File: src/rtl/tbc_pkg.sv
package tbc_pkg;

	localparam logic [7:0] CH_LT    = 8'h3C;
	localparam logic [7:0] CH_GT    = 8'h3E;
	localparam logic [7:0] CH_SLASH = 8'h2F;

	typedef enum logic [1:0] {
		PH_OUTSIDE,
		PH_AFTER_LT,
		PH_SKIP,
		PH_AFTER_SLASH
	} phase_t;

	typedef enum logic [2:0] {
		V_OK       = 3'd0,
		V_MISMATCH = 3'd1,
		V_EMPTY    = 3'd2,
		V_UNCLOSED = 3'd3,
		V_OVERFLOW = 3'd4
	} verdict_t;

	typedef enum logic [1:0] {
		STK_HOLD,
		STK_PUSH,
		STK_POP
	} stk_op_t;

	typedef struct packed {
		stk_op_t    op;
		logic [7:0] letter;
	} stk_ctrl_t;

	typedef struct packed {
		logic     valid;
		verdict_t verdict;
	} result_t;

	function automatic logic is_letter(input logic [7:0] c);
		logic up;
		logic lo;
		up = (c >= 8'h41) && (c <= 8'h5A);
		lo = (c >= 8'h61) && (c <= 8'h7A);
		return up || lo;
	endfunction

endpackage

File: src/rtl/tbc_char_if.sv
interface tbc_char_if;
	logic       valid;
	logic       ready;
	logic [7:0] char_in;
	logic       is_last;

	modport source(output valid, output char_in, output is_last, input ready);
	modport sink(input valid, input char_in, input is_last, output ready);
endinterface

File: src/rtl/tbc_verdict_if.sv
interface tbc_verdict_if;
	logic       valid;
	logic       ready;
	logic [2:0] verdict;

	modport source(output valid, output verdict, input ready);
	modport sink(input valid, input verdict, output ready);
endinterface

File: src/rtl/tag_balance_checker_top.sv
// Tag nesting checker for a character stream.
// in_ch carries one character (char_in) and an end-of-text mark (is_last) per
// transaction; out_ch carries one verdict per text: 0 balanced, 1 mismatch,
// 2 close on empty stack, 3 unclosed tags, 4 overflow. The first error wins.
// Throughput: one character per cycle while in_ch.ready is high. The open-tag
// letters sit in a row of STACK_DEPTH cells that shift down on a push and up
// on a pop, so the top letter is always in the first cell. The verdict is formed
// from the last character as it is taken and is registered for out_ch.
// A stalled receiver: the verdict waits in the output register; a second
// verdict goes to a one-entry skid register, and in_ch.ready drops only while
// that skid register is full. Characters without a verdict keep flowing.
// Reset clears the parse phase, level, error latch and output valids; the
// cell contents are not cleared, since a cell is read only after a push.
// After each last character the block starts a fresh text.
module tag_balance_checker_top #(
	parameter int STACK_DEPTH = 64
) (
	input  logic                 clk,
	input  logic                 arst_n,
	tbc_char_if.sink             in_ch,
	tbc_verdict_if.source        out_ch
);

	tbc_pkg::stk_ctrl_t stk;
	tbc_pkg::result_t   res;
	logic [7:0]         cell_q [STACK_DEPTH];
	logic               fire;
	logic               out_valid_q, skid_valid_q;
	tbc_pkg::verdict_t  out_data_q, skid_data_q;

	assign in_ch.ready = !skid_valid_q;
	assign fire        = in_ch.valid && in_ch.ready;

	tbc_ctrl #(.STACK_DEPTH(STACK_DEPTH)) u_ctrl (
		.clk        (clk),
		.arst_n     (arst_n),
		.fire       (fire),
		.char_in    (in_ch.char_in),
		.is_last    (in_ch.is_last),
		.top_letter (cell_q[0]),
		.stk        (stk),
		.res        (res)
	);

	for (genvar i = 0; i < STACK_DEPTH; i++) begin : g_cell
		logic [7:0] up_data;
		logic [7:0] down_data;
		if (i == 0) begin : g_head
			assign up_data = stk.letter;
		end else begin : g_body
			assign up_data = cell_q[i-1];
		end
		if (i == STACK_DEPTH - 1) begin : g_tail
			assign down_data = cell_q[i];
		end else begin : g_link
			assign down_data = cell_q[i+1];
		end
		tbc_cell u_cell (
			.clk       (clk),
			.op        (stk.op),
			.up_data   (up_data),
			.down_data (down_data),
			.q         (cell_q[i])
		);
	end

	always_ff @(posedge clk or negedge arst_n) begin
		if (!arst_n) begin
			out_valid_q  <= 1'b0;
			skid_valid_q <= 1'b0;
		end else if (!out_valid_q || out_ch.ready) begin
			if (skid_valid_q) begin
				out_valid_q  <= 1'b1;
				skid_valid_q <= 1'b0;
			end else begin
				out_valid_q <= res.valid;
			end
		end else if (res.valid) begin
			skid_valid_q <= 1'b1;
		end
	end

	always_ff @(posedge clk) begin
		if (!out_valid_q || out_ch.ready) begin
			out_data_q <= skid_valid_q ? skid_data_q : res.verdict;
		end else if (res.valid) begin
			skid_data_q <= res.verdict;
		end
	end

	assign out_ch.valid   = out_valid_q;
	assign out_ch.verdict = out_data_q;

endmodule

File: src/rtl/tbc_cell.sv
module tbc_cell (
	input  logic             clk,
	input  tbc_pkg::stk_op_t op,
	input  logic [7:0]       up_data,
	input  logic [7:0]       down_data,
	output logic [7:0]       q
);

	logic [7:0] data_q;

	always_ff @(posedge clk) begin
		unique case (op)
			tbc_pkg::STK_PUSH: data_q <= up_data;
			tbc_pkg::STK_POP:  data_q <= down_data;
			default:           data_q <= data_q;
		endcase
	end

	assign q = data_q;

endmodule

File: src/rtl/tbc_ctrl.sv
module tbc_ctrl #(
	parameter int STACK_DEPTH = 64
) (
	input  logic                clk,
	input  logic                arst_n,
	input  logic                fire,
	input  logic [7:0]          char_in,
	input  logic                is_last,
	input  logic [7:0]          top_letter,
	output tbc_pkg::stk_ctrl_t  stk,
	output tbc_pkg::result_t    res
);

	localparam int LVL_W = $clog2(STACK_DEPTH + 1);

	tbc_pkg::phase_t   phase_q, phase_d;
	tbc_pkg::verdict_t err_q, err_d;
	logic [LVL_W-1:0]  level_q, level_d;
	tbc_pkg::phase_t   phase_n;
	tbc_pkg::verdict_t err_n;
	logic [LVL_W-1:0]  level_n;

	always_ff @(posedge clk or negedge arst_n) begin
		if (!arst_n) begin
			phase_q <= tbc_pkg::PH_OUTSIDE;
			err_q   <= tbc_pkg::V_OK;
			level_q <= '0;
		end else begin
			phase_q <= phase_d;
			err_q   <= err_d;
			level_q <= level_d;
		end
	end

	always_comb begin
		phase_n    = phase_q;
		err_n      = err_q;
		level_n    = level_q;
		stk.op     = tbc_pkg::STK_HOLD;
		stk.letter = char_in;
		unique case (phase_q)
			tbc_pkg::PH_OUTSIDE: begin
				if (char_in == tbc_pkg::CH_LT) phase_n = tbc_pkg::PH_AFTER_LT;
			end
			tbc_pkg::PH_AFTER_LT: begin
				priority if (tbc_pkg::is_letter(char_in)) begin
					phase_n = tbc_pkg::PH_SKIP;
					if (level_q == LVL_W'(STACK_DEPTH)) begin
						if (err_q == tbc_pkg::V_OK) err_n = tbc_pkg::V_OVERFLOW;
					end else begin
						stk.op  = tbc_pkg::STK_PUSH;
						level_n = level_q + 1'b1;
					end
				end else if (char_in == tbc_pkg::CH_SLASH) begin
					phase_n = tbc_pkg::PH_AFTER_SLASH;
				end else if (char_in == tbc_pkg::CH_LT) begin
					phase_n = tbc_pkg::PH_AFTER_LT;
				end else begin
					phase_n = tbc_pkg::PH_OUTSIDE;
				end
			end
			tbc_pkg::PH_SKIP: begin
				if (char_in == tbc_pkg::CH_GT) phase_n = tbc_pkg::PH_OUTSIDE;
			end
			default: begin
				phase_n = (char_in == tbc_pkg::CH_GT) ? tbc_pkg::PH_OUTSIDE
					: tbc_pkg::PH_SKIP;
				if (level_q == '0) begin
					if (err_q == tbc_pkg::V_OK) err_n = tbc_pkg::V_EMPTY;
				end else begin
					stk.op  = tbc_pkg::STK_POP;
					level_n = level_q - 1'b1;
					if (top_letter != char_in && err_q == tbc_pkg::V_OK)
						err_n = tbc_pkg::V_MISMATCH;
				end
			end
		endcase

		priority if (err_n != tbc_pkg::V_OK) res.verdict = err_n;
		else if (level_n != '0)               res.verdict = tbc_pkg::V_UNCLOSED;
		else                                  res.verdict = tbc_pkg::V_OK;
		res.valid = fire && is_last;

		if (!fire) begin
			stk.op  = tbc_pkg::STK_HOLD;
			phase_d = phase_q;
			err_d   = err_q;
			level_d = level_q;
		end else if (is_last) begin
			phase_d = tbc_pkg::PH_OUTSIDE;
			err_d   = tbc_pkg::V_OK;
			level_d = '0;
		end else begin
			phase_d = phase_n;
			err_d   = err_n;
			level_d = level_n;
		end
	end

endmodule

File: src/flat_wrapper.sv
// flat-port wrapper written by rule: the top's interface ports become plain ports
module tag_balance_checker_top_flat 
#(
	parameter int STACK_DEPTH = 64
)
  (clk, arst_n, in_ch_valid, in_ch_char_in, in_ch_is_last, in_ch_ready, out_ch_valid, out_ch_verdict, out_ch_ready);
  tbc_char_if in_ch_i ();
  tbc_verdict_if out_ch_i ();
  input  logic clk;
  input  logic arst_n;
  input wire logic [$bits(in_ch_i.valid)-1:0] in_ch_valid;
  input wire logic [$bits(in_ch_i.char_in)-1:0] in_ch_char_in;
  input wire logic [$bits(in_ch_i.is_last)-1:0] in_ch_is_last;
  output wire logic [$bits(in_ch_i.ready)-1:0] in_ch_ready;
  output wire logic [$bits(out_ch_i.valid)-1:0] out_ch_valid;
  output wire logic [$bits(out_ch_i.verdict)-1:0] out_ch_verdict;
  input wire logic [$bits(out_ch_i.ready)-1:0] out_ch_ready;
  assign in_ch_i.valid = in_ch_valid;
  assign in_ch_i.char_in = in_ch_char_in;
  assign in_ch_i.is_last = in_ch_is_last;
  assign in_ch_ready = in_ch_i.ready;
  assign out_ch_valid = out_ch_i.valid;
  assign out_ch_verdict = out_ch_i.verdict;
  assign out_ch_i.ready = out_ch_ready;
  tag_balance_checker_top #(.STACK_DEPTH(STACK_DEPTH)) u_core (.clk(clk), .arst_n(arst_n), .in_ch(in_ch_i), .out_ch(out_ch_i));
endmodule
File: config.mk
export PLATFORM = sky130hd
export DESIGN_NAME = tag_balance_checker_top_flat
export DESIGN_NICKNAME = d
export VERILOG_FILES = /design/src/rtl/tbc_pkg.sv /design/src/rtl/tbc_char_if.sv /design/src/rtl/tbc_verdict_if.sv /design/src/rtl/tag_balance_checker_top.sv /design/src/rtl/tbc_cell.sv /design/src/rtl/tbc_ctrl.sv /design/src/flat_wrapper.sv
export SDC_FILE = /design/constraint.sdc
export NUM_CORES = 1
export LEC_CHECK = 0
export BUFFER_PORTS_ARGS = -buffer_cell sky130_fd_sc_hd__buf_2
export CAP_MARGIN = 0
export CORE_AREA = 4 4 250 252
export CTS_BUF_LIST = sky130_fd_sc_hd__clkbuf_2 sky130_fd_sc_hd__clkbuf_4 sky130_fd_sc_hd__clkbuf_8
export DETAILED_ROUTE_END_ITERATION = 16
export DIE_AREA = 0 0 254 256
export SKIP_LAST_GASP = 1
export SLEW_MARGIN = 0
export SYNTH_ARGS = -nofsm -noshare
export SYNTH_HDL_FRONTEND = slang
export SYNTH_HIERARCHICAL = 1
export SYNTH_SLANG_ARGS = --single-unit
File: constraint.sdc
create_clock -name clk -period 7.4 [get_ports clk]
set_input_delay 0.37 -clock clk [delete_from_list [all_inputs] [get_ports clk]]
set_output_delay 0.37 -clock clk [all_outputs]
set_load 0.02 [all_outputs]
==> implementation parameters, run 1 <==
Parameter                              Value

Die
  Placeable core region    ~60000 µm²
  Die footprint    between 60000 and 70000 µm²
  Die Height    roughly 260 µm
  Die width    about 250 µm
  Boundary pin count    18
  Starting density of the core    44.6%
  Total number of placement rows    90

STA
  Crit path time final    approximately 3.7 ns
  Number of failing setup endpoints in the final timing report    0
  Slew of the pin with the lowest slew margin    0.789 ns
  Relative slew margins    approximately 47%
  Final worst clock skew    between 0.015 and 0.02 ns
  Achievable frequency    approximately 270 MHz
  Setup repair after global routing missed its margin    false
  Part of the cycle the worst path needs    approximately half
  Fin. max-slew vios    0
  Sum of negative setup slack    0 ns
  Final-report hold violation count    0

Logic synthesis
  EDFF count, synth    between 500 and 600
  Most used flip-flop cell after synthesis    edfxtp_1
  Post-Syn Nets    between 1500 and 2000
  Dominant cell type by area after synthesis    edfxtp_1
  Netlist area before placement    26800 µm²
  Post-synthesis sequential area ratio    59.3%
  Area share of the largest cell type after synthesis    between 50% and 60%
  Ys async rst share    under 10%
  Yosys warns    6
  Dominant cell by count in the synthesized netlist    edfxtp_1
  Commonest cells in the synthesized netlist    edfxtp_1, mux2_4, inv_1, buf_6, ha_1
  Leading post-synthesis cells by cell area    edfxtp_1, mux2_4, ha_1
  Mapped Avg Cell Area    18.2 µm²
  Unique cell type count in the Yosys netlist    61
  Post-Synthesis Cells    around 1500
  Flip-flop and latch count after synthesis    ~530

Routing
  Overall routed net length    roughly 45 mm
  Antenna-violating nets left    0
  Post-route DRC violation count    0
  Initial drt markers    around 630
  Number of vias per cell    5.01
  First-pass detailed-route iteration total    5
  Average detailed-routed wire length per instance    a little under 20 µm
  Total number of vias    between 10000 and 15000

Power and ir drop
  Ratio of total power to cell area    a little over 200 nW/µm²
  Worst IR drop on VDD    ~0.11 mV
  Leakage dissipation    between 10 and 15 nW

GRT
  Met1 track utilization from global routing    19.6%
  Global-route met3 utilization    between 2 and 3%
  Number of antenna violations at the first check in global routing    1
  Maximum number of pins on one net before global-route repair    65
  Overflow left after global routing    0
  Global routing usage summed across all routing layers    between 10% and 20%
  M2 GR Usage    between 20% and 30%
  Most utilized layer in the global route result    met2
  First-pass GRT wire length    roughly 71 mm
  Number of global-route vias before repair    between 10000 and 15000

Clocking
  Number of setup buffers added after CTS    0
  Number of H-tree branching levels    3
  Post-cts resize count    0
  Num CTS Buffers    91
  Later-pin clock latency in the skew report    ~0.65 ns
  Sinks on the clock net    roughly 530
  Hold Buf Count CTS    1
  CTS tree    done
  Clock transition at the register clock pins on the worst setup and hold paths after CTS    ~0.060 ns
  Buffer depth of the longest clock path    3
  Buffer type at the clock tree root    clkbuf_8

Layout
  Sequential cell area    15900 µm²
  Area of the multi-input gates    9510 µm²
  Fillers    5090
  Share of post-route cells with drive strength above 1    between 40% and 50%
  Post-Layout Inst Area    28700 µm²
  Final nets    around 1600
  Area growth from synthesis to layout    7.16%

Critical path
  CP required    7.78 ns
  Worst R2R Start    u_core/u_ctrl/level_q[1]
  Critical path launch point type    register
  Maximum fanout encountered on the critical timing path    34
  Worst reg2reg setup slack    around 3.7 ns
  CP Data Arrival Time    4.06 ns
  Crit path kind    reg2reg
  Reg2reg end    u_core/g_cell[63].u_cell/q[3]
  Critical path endpoint category    register
  Worst r2r path cells    9

Hold path
  Hold Path End    u_core/u_ctrl/phase_q[0]
  Launch instance of the worst min-delay path    in_ch_is_last
  Worst hold path type    in2reg
  Worst hold path depth    4

Placement
  Detailed placer's ending HPWL    32.1 mm
  Placed standard-cell area    ~27000 µm²
  GP Congestion    a little over 0.8
  IO buf count    17

Outcome
  Result of the run    finished clean

Flow run
  Max-Cap Viols    0
## layout by cell type (no fill, tap or decap), types with 8 or more instances in the layout
cell type / n
clkbuf_8: 94
nor3_1: 8
inv_1: 136
clkinv_2: 12
a21oi_1: 10
clkbuf_4: 19
ha_1: 66
dfrtp_1: 14
clkinv_1: 25
xor2_1: 8
edfxtp_1: 518
nor2_1: 13
nand2_1: 13
mux2_4: 512
buf_2: 17
## area by class of cell
| cell class | instances | share of cell area [%] |
|---|---|---|
| diodes | 2 | 0.0174 |
| clock buffers | 113 | 5.00 |
| clock inverters | 43 | 0.867 |
| inverters | 139 | 1.82 |
| multi-input cells | 719 | 33.1 |
| flip-flops and latches | 532 | 55.4 |
| well taps | 782 | 3.41 |
| repair buffers | 21 | 0.409 |
## worst max-delay path, stage by stage, from the launching register on
cell and delay, ns:
dfrtp_1 0.50, inv_1 0.15, ha_1 0.25, or3b_4 0.26
nor3_2 0.08, nor3_2 0.25, buf_4 0.42, buf_4 0.47
ha_1 0.61, mux2_4 0.35
## layer usage
metal	vias up	share of wire, %
met1	5893	48
met3	80	3.6
met4	0	2.5
li1	5592	-
met2	212	46
met5	-	0
## worst max path at each step
| stage | startpoint | endpoint | slack (ns) | depth (start not counted) |
|---|---|---|---|---|
| 2_1_floorplan | u_core/skid_valid_q | u_core/g_cell[0].u_cell/q[0] | 0.58 | 8 |
| 3_3_place_gp | u_core/u_ctrl/level_q[1] | u_core/g_cell[63].u_cell/q[5] | 3.77 | 9 |
| 3_5_place_dp | u_core/u_ctrl/level_q[1] | u_core/g_cell[63].u_cell/q[3] | 3.71 | 9 |
| 4_1_cts | u_core/u_ctrl/level_q[1] | u_core/g_cell[63].u_cell/q[3] | 3.69 | 9 |
| 5_1_grt | u_core/u_ctrl/level_q[1] | u_core/g_cell[53].u_cell/q[5] | 3.60 | 9 |
| 6_report | u_core/u_ctrl/level_q[1] | u_core/g_cell[63].u_cell/q[3] | 3.72 | 9 |
## cells by family (layout without fill, tap and decap cells)
logic type,count (synthesis),after routing,share of synthesized area (%)
other cells,0,2,0
mux,515,515,28.8
simple gates,77,77,1.62
buf+inv,223,316,5.22
fa+ha+maj,66,66,3.08
xor+xnor,10,10,0.327
flops,532,532,59.3
compound gates,51,51,1.62
## state kept, by name (all words and copies together) (netlist names)
| signal | cells |
|---|---|
| u_core/out_ch.verdict | 3 |
| u_core/skid_valid_q | 1 |
| u_core/u_ctrl/level_q | 7 |
| u_core/u_ctrl/phase_q | 2 |
| u_core/skid_data_q | 3 |
| u_core/out_ch.valid | 1 |
| u_core/g_cell.u_cell/q | 512 |
| u_core/u_ctrl/err_q | 3 |
## power breakdown
group          internal [mW]  switching, mW  total (mW)
Sequential              3.26        0.00337        3.27
Combinational         0.0186         0.0318      0.0503
Clock                   1.34           1.16        2.50
Total                   4.62           1.19        5.82
## through the flow
| stage | hold slack (ns) | setup slack (ns) | std cells | power, mW | utilization, % |
|---|---|---|---|---|---|
| final | 0.139 | 3.72 | 2351 | 5.82 | 47.8 |
| after floorplan | 0.0744 | 0.581 | 1474 | 3.36 | - |
| after CTS | 0.0726 | 3.69 | 2349 | 5.91 | 47.8 |
| after global routing | 0.0873 | 3.60 | 2351 | 6.06 | 47.8 |
| after detailed placement | 0.295 | 3.71 | 2192 | 3.38 | 44.9 |
| after global placement | 0.293 | 3.77 | 2192 | 3.38 | 44.9 |
Note: power is estimated with default switching activity, not from simulation.
==> run 2, diff against run 1 <==
clock period = 3 ns   (was 7.4 ns; I/O delays follow)
==> implementation parameters, run 2 (synthesis gave the netlist of run 1 again) <==
Parameter                              Value

Outcome
  Result of the run    finished clean

GRT
  Maximum number of pins on one net before global-route repair    65
  Global routing usage summed across all routing layers    ~14%
  First-pass GRT wire length    around 73 mm
  Number of global-route vias before repair    around 13000
  Number of antenna violations at the first check in global routing    0
  Overflow left after global routing    0

Critical path
  Critical path launch point type    register
  Critical path cell sequence    inv_2 > ha_4 > or3b_4 > nor3_2 > nor3_4 > buf_12 > ha_1 > buf_12 > mux2_4
  Library cell appearing most often on the critical path    buf_12
  CP Data Arrival Time    about 3.2 ns
  Critical path endpoint category    register
  Max stage delay cell, worst path    or3b_4
  Maximum fanout encountered on the critical timing path    64
  Crit path kind    reg2reg
  Kind of cell adding the most delay to the critical path    simple AND/OR/NAND/NOR gates
  WP buf/inv    3
  Delay contributed by the slowest stage of the critical path    about 0.39 ns
  CP required    3.42 ns

Power and ir drop
  Leakage dissipation    between 10 and 15 nW
  Worst IR drop on VDD    0.275 mV
  Ratio of total power to cell area    between 400 and 500 nW/µm²

Die
  Boundary pin count    18
  Total number of placement rows    90
  Placeable core region    around 60000 µm²
  Die width    254 µm
  Die Height    256 µm
  Starting density of the core    44.6%
  Die footprint    ~65000 µm²

STA
  Part of the cycle the worst path needs    roughly 92%
  Sum of negative setup slack    0 ns
  Number of failing setup endpoints in the final timing report    0
  Crit path time final    between 2 and 3 ns
  Setup repair after global routing missed its margin    false
  Relative slew margins    a little over half
  Final-report hold violation count    0
  Achievable frequency    approximately 360 MHz
  Slew of the pin with the lowest slew margin    0.694 ns
  Final-layout worst hold slack    approximately 0.41 ns
  Worst Slack Setup Final    around 0.24 ns
  Final worst clock skew    approximately 0.028 ns
  Fin. max-slew vios    0

Layout
  Sequential cell area    around 16000 µm²
  Final nets    around 1700
  Area of the multi-input gates    between 9000 and 10000 µm²
  Finished Layout Cells    around 2400
  Most common library cell in the layout ignoring fill and taps    edfxtp_1
  Number of flip-flops under the largest register name    about 510
  Fillers    around 5000
  Number of antenna cells inserted    0
  Share of post-route cells with drive strength above 1    between 50 and 60%
  Area growth from synthesis to layout    11.8%
  Most frequent cells in the layout    edfxtp_1, mux2_4, clkbuf_8
  Core utilization of the finished layout    between 40% and 50%

Routing
  Antenna-violating nets left    0
  Average detailed-routed wire length per instance    just under 20 µm
  First-pass detailed-route iteration total    7
  Number of vias per cell    approximately 5
  Total number of vias    about 12000
  Initial drt markers    about 690
  Post-route DRC violation count    0
  Overall routed net length    roughly 47 mm

Hold path
  Worst hold path type    in2reg

Clocking
  Clock transition at the register clock pins on the worst setup and hold paths after CTS    0.05 ns
  Buffer depth of the longest clock path    3
  Sinks on the clock net    532
  Number of H-tree branching levels    3
  CTS tree    done
  Later-pin clock latency in the skew report    ~0.7 ns
  Num CTS Buffers    93
  Buffer type at the clock tree root    clkbuf_8
  Number of setup buffers added after CTS    0

Placement
  GP Congestion    around 0.85
  IO buf count    17
  Detailed placer's ending HPWL    about 33 mm
  Minimum setup slack after placement    around 0.23 ns
  Placed insts    between 2000 and 2500

Flow run
  Max-Cap Viols    0
==> run 2: worst paths after layout <==
kind                                               start                             to  slack (ns)  depth (start not counted)
worst min register to register     u_core/skid_data_q[1]       u_core/out_ch.verdict[1]        0.55                          1
worst max register to register  u_core/u_ctrl/level_q[1]  u_core/g_cell[11].u_cell/q[4]        0.24                          9
min in group asynchronous                         arst_n         u_core/u_ctrl/err_q[1]        0.61                          3
worst min-delay path                    in_ch_char_in[5]   u_core/g_cell[0].u_cell/q[5]        0.41                          3
max in group asynchronous                         arst_n       u_core/u_ctrl/level_q[1]        1.95                          3
worst max-delay path            u_core/u_ctrl/level_q[1]  u_core/g_cell[11].u_cell/q[4]        0.24                          9
==> run 2: per-stage QoR <==
| stage | area [µm²] | power, mW |
|---|---|---|
| after global routing | 30000 | 15.1 |
| after floorplan | 26900 | 8.30 |
| after CTS | 30000 | 14.7 |
| after detailed placement | 28100 | 8.35 |
| final | 30000 | 14.5 |
| after global placement | 28100 | 8.34 |
==> run 2: area by class of cell <==
| class | count | area share, % |
|---|---|---|
| flip-flops and latches | 532 | 53.1 |
| multi-input cells | 719 | 31.9 |
| clock buffers | 124 | 5.09 |
| repair buffers | 122 | 4.30 |
| well taps | 782 | 3.27 |
| inverters | 139 | 1.75 |
| clock inverters | 31 | 0.614 |
==> run 2: routing by layer <==
layer  GRT usage (%)  wire, µm
met5               0         0
met4            4.33      1080
met3            3.20      1870
met2            22.1     21600
met1            20.1     22600
==> run 2: worst reg2reg max path: cells and delay by family, from the launching register on <==
kind | cells | cell delay, ns
adders and majority gates | 2 | 0.55
buffers and inverters | 3 | 0.52
DFF | 1 | 0.38
muxes | 1 | 0.29
and+or+nand+nor | 3 | 0.77
==> run 2: timing repair <==
action / CTS / global route
setup endpoints to repair: 0 / 0
resized for setup: 0 / 0
hold buffers: 16 / 0
hold endpoints to repair: 36 / 0
==> run 2: power breakdown <==
group / leakage [nW] / switching, mW / internal, mW
Combinational: 5.49 / 0.0841 / 0.0650
Clock: 0.897 / 2.88 / 3.36
Sequential: 4.86 / 0.00785 / 8.05
Total: 11.2 / 2.98 / 11.5
==> run 3, diff against run 2 <==
CORE_AREA = 2 2 248 250   (was 4 4 250 252)
DIE_AREA = 0 0 250 252   (was 0 0 254 256)
clock period = 2.4 ns   (was 3 ns; I/O delays follow)
==> implementation parameters, run 3 (synthesis gave the netlist of run 1 again) <==
Parameter                              Value

Layout
  Area growth from synthesis to layout    15.5%
  Number of flip-flops under the largest register name    512
  Share of post-route cells with drive strength above 1    a little under three fifths
  Finished Layout Cells    ~2500
  Final nets    around 1700
  Number of antenna cells inserted    0
  Post-Layout Inst Area    between 30000 and 40000 µm²
  Most frequent cells in the layout    edfxtp_1, mux2_4, clkbuf_8
  Most common library cell in the layout ignoring fill and taps    edfxtp_1

STA
  Achievable frequency    378 MHz
  Sum of negative setup slack    -127.92 ns
  Fin. max-slew vios    0
  Final worst clock skew    0.0342 ns
  Worst Slack Setup Final    -0.248 ns
  Number of failing setup endpoints in the final timing report    960
  Setup repair after global routing missed its margin    true
  Part of the cycle the worst path needs    110%
  Final-report hold violation count    0
  Relative slew margins    53.1%
  Crit path time final    roughly 2.6 ns
  Slew of the pin with the lowest slew margin    between 0.7 and 0.8 ns

Critical path
  Library cell appearing most often on the critical path    buf_12
  Worst reg2reg setup slack    -0.25 ns
  Critical path launch point type    register
  Critical path cell sequence    inv_2 > ha_4 > or3b_4 > nor3_4 > buf_6 > nor3_4 > buf_12 > buf_12 > ha_1 > buf_12 > mux2_4
  WP buf/inv    5
  Kind of cell adding the most delay to the critical path    buffers and inverters
  Critical path endpoint category    register
  CP Data Arrival Time    about 3.1 ns
  Crit path kind    reg2reg
  Maximum fanout encountered on the critical timing path    15
  CP required    around 2.8 ns
  Worst r2r path cells    11
  Worst R2R Start    u_core/u_ctrl/level_q[1]
  Delay contributed by the slowest stage of the critical path    0.40 ns
  Reg2reg end    u_core/g_cell[31].u_cell/q[1]
  Max stage delay cell, worst path    or3b_4

Die
  Boundary pin count    18
  Total number of placement rows    90
  Die Height    around 250 µm
  Die footprint    approximately 63000 µm²
  Placeable core region    60100 µm²
  Die width    250 µm
  Starting density of the core    around 45%

Placement
  Minimum setup slack after placement    -0.405 ns
  Detailed placer's ending HPWL    approximately 35 mm
  IO buf count    17
  Placed standard-cell area    approximately 29000 µm²
  Placed insts    ~2300
  GP Congestion    0.826

Clocking
  Buffer type at the clock tree root    clkbuf_8
  Sinks on the clock net    between 500 and 600
  Buffer depth of the longest clock path    3
  Clock transition at the register clock pins on the worst setup and hold paths after CTS    ~0.060 ns
  Num CTS Buffers    91
  Number of H-tree branching levels    3
  Later-pin clock latency in the skew report    0.67 ns
  CTS tree    done

Routing
  Highest Signal Layer    met4
  Initial drt markers    roughly 740
  Post-route DRC violation count    0
  Post-route met1 wirelength    22.8 mm
  Metal3 WL    approximately 1.7 mm
  First-pass detailed-route iteration total    6
  Total number of vias    roughly 13000
  Average detailed-routed wire length per instance    ~19 µm
  Antenna-violating nets left    0
  Number of vias per cell    around 5
  Met2 wire len    roughly 22 mm
  Overall routed net length    48.1 mm

Hold path
  Worst hold path type    in2reg
  Worst hold path depth    6
  Hold Path End    u_core/u_ctrl/err_q[2]
  Launch instance of the worst min-delay path    in_ch_char_in[4]

GRT
  Global routing usage summed across all routing layers    15.2%
  Number of antenna violations at the first check in global routing    0
  Number of global-route vias before repair    roughly 14000
  Maximum number of pins on one net before global-route repair    23
  Overflow left after global routing    0
  First-pass GRT wire length    roughly 75 mm

Outcome
  Result of the run    finished with violations
  Violated checks    setup timing

Power and ir drop
  Worst IR drop on VDD    between 0.3 and 0.4 mV
  Leakage dissipation    between 10 and 15 nW
  Ratio of total power to cell area    between 500 and 600 nW/µm²

Flow run
  Max-Cap Viols    0
run 3: repair_timing:
item                                    CTS  global route
pin swaps                                 3             6
hold buffers                             15             0
endpoints found under the setup margin  964           985
resized for setup                        34            20
gates cloned                              0             2
hold endpoints to repair                 41             0
buffers inserted                          2             1
run 3: how the worst max path moves through the flow:
stage,startpoint,to,cells after the start
2_1_floorplan,u_core/u_ctrl/level_q[1],u_core/g_cell[0].u_cell/q[0],9
3_3_place_gp,u_core/u_ctrl/level_q[0],u_core/out_ch.verdict[1],9
3_5_place_dp,u_core/u_ctrl/level_q[0],u_core/out_ch.verdict[1],9
4_1_cts,u_core/u_ctrl/level_q[1],u_core/out_ch.verdict[1],9
5_1_grt,u_core/u_ctrl/level_q[1],u_core/g_cell[32].u_cell/q[1],11
6_report,u_core/u_ctrl/level_q[1],u_core/g_cell[31].u_cell/q[1],11
run 3: routing by layer:
metal | track usage [%] | vias up
met5 | 0 | -
met3 | 3.15 | 96
met2 | 24.4 | 194
met4 | 5.58 | 0
met1 | 20.6 | 6293
li1 | - | 5928
run 3: final cells by class:
type	instances	area [µm²]
clock inverters	31	169
multi-input cells	719	9750
clock buffers	125	1510
inverters	139	523
fillers	4953	29200
flip-flops and latches	532	15900
repair buffers	178	2120
well taps	782	978
run 3: tightest hold or removal path, cell delays in order:
cell	delay, ns
buf_2	0.12
or4_4	0.13
o22a_2	0.14
buf_4	0.13
a41oi_2	0.14
nor2_1	0.11
run 3: report_power, final:
part	internal (mW)	switching (mW)	leakage [nW]	total, mW
Combinational	0.109	0.121	5.85	0.230
Clock	4.07	3.63	0.900	7.70
Sequential	10.1	0.00763	4.86	10.1
Total	14.2	3.76	11.6	18.0
run 3: through the flow:
stage                     power [mW]  hold slack, ns  util [%]
after global placement          10.5          0.0400      48.0
after CTS                       18.3           0.191      51.2
after global routing            18.7           0.255      51.5
final                           18.0           0.265      51.5
after detailed placement        10.5          0.0437      48.0
after floorplan                 10.4          -0.176         -
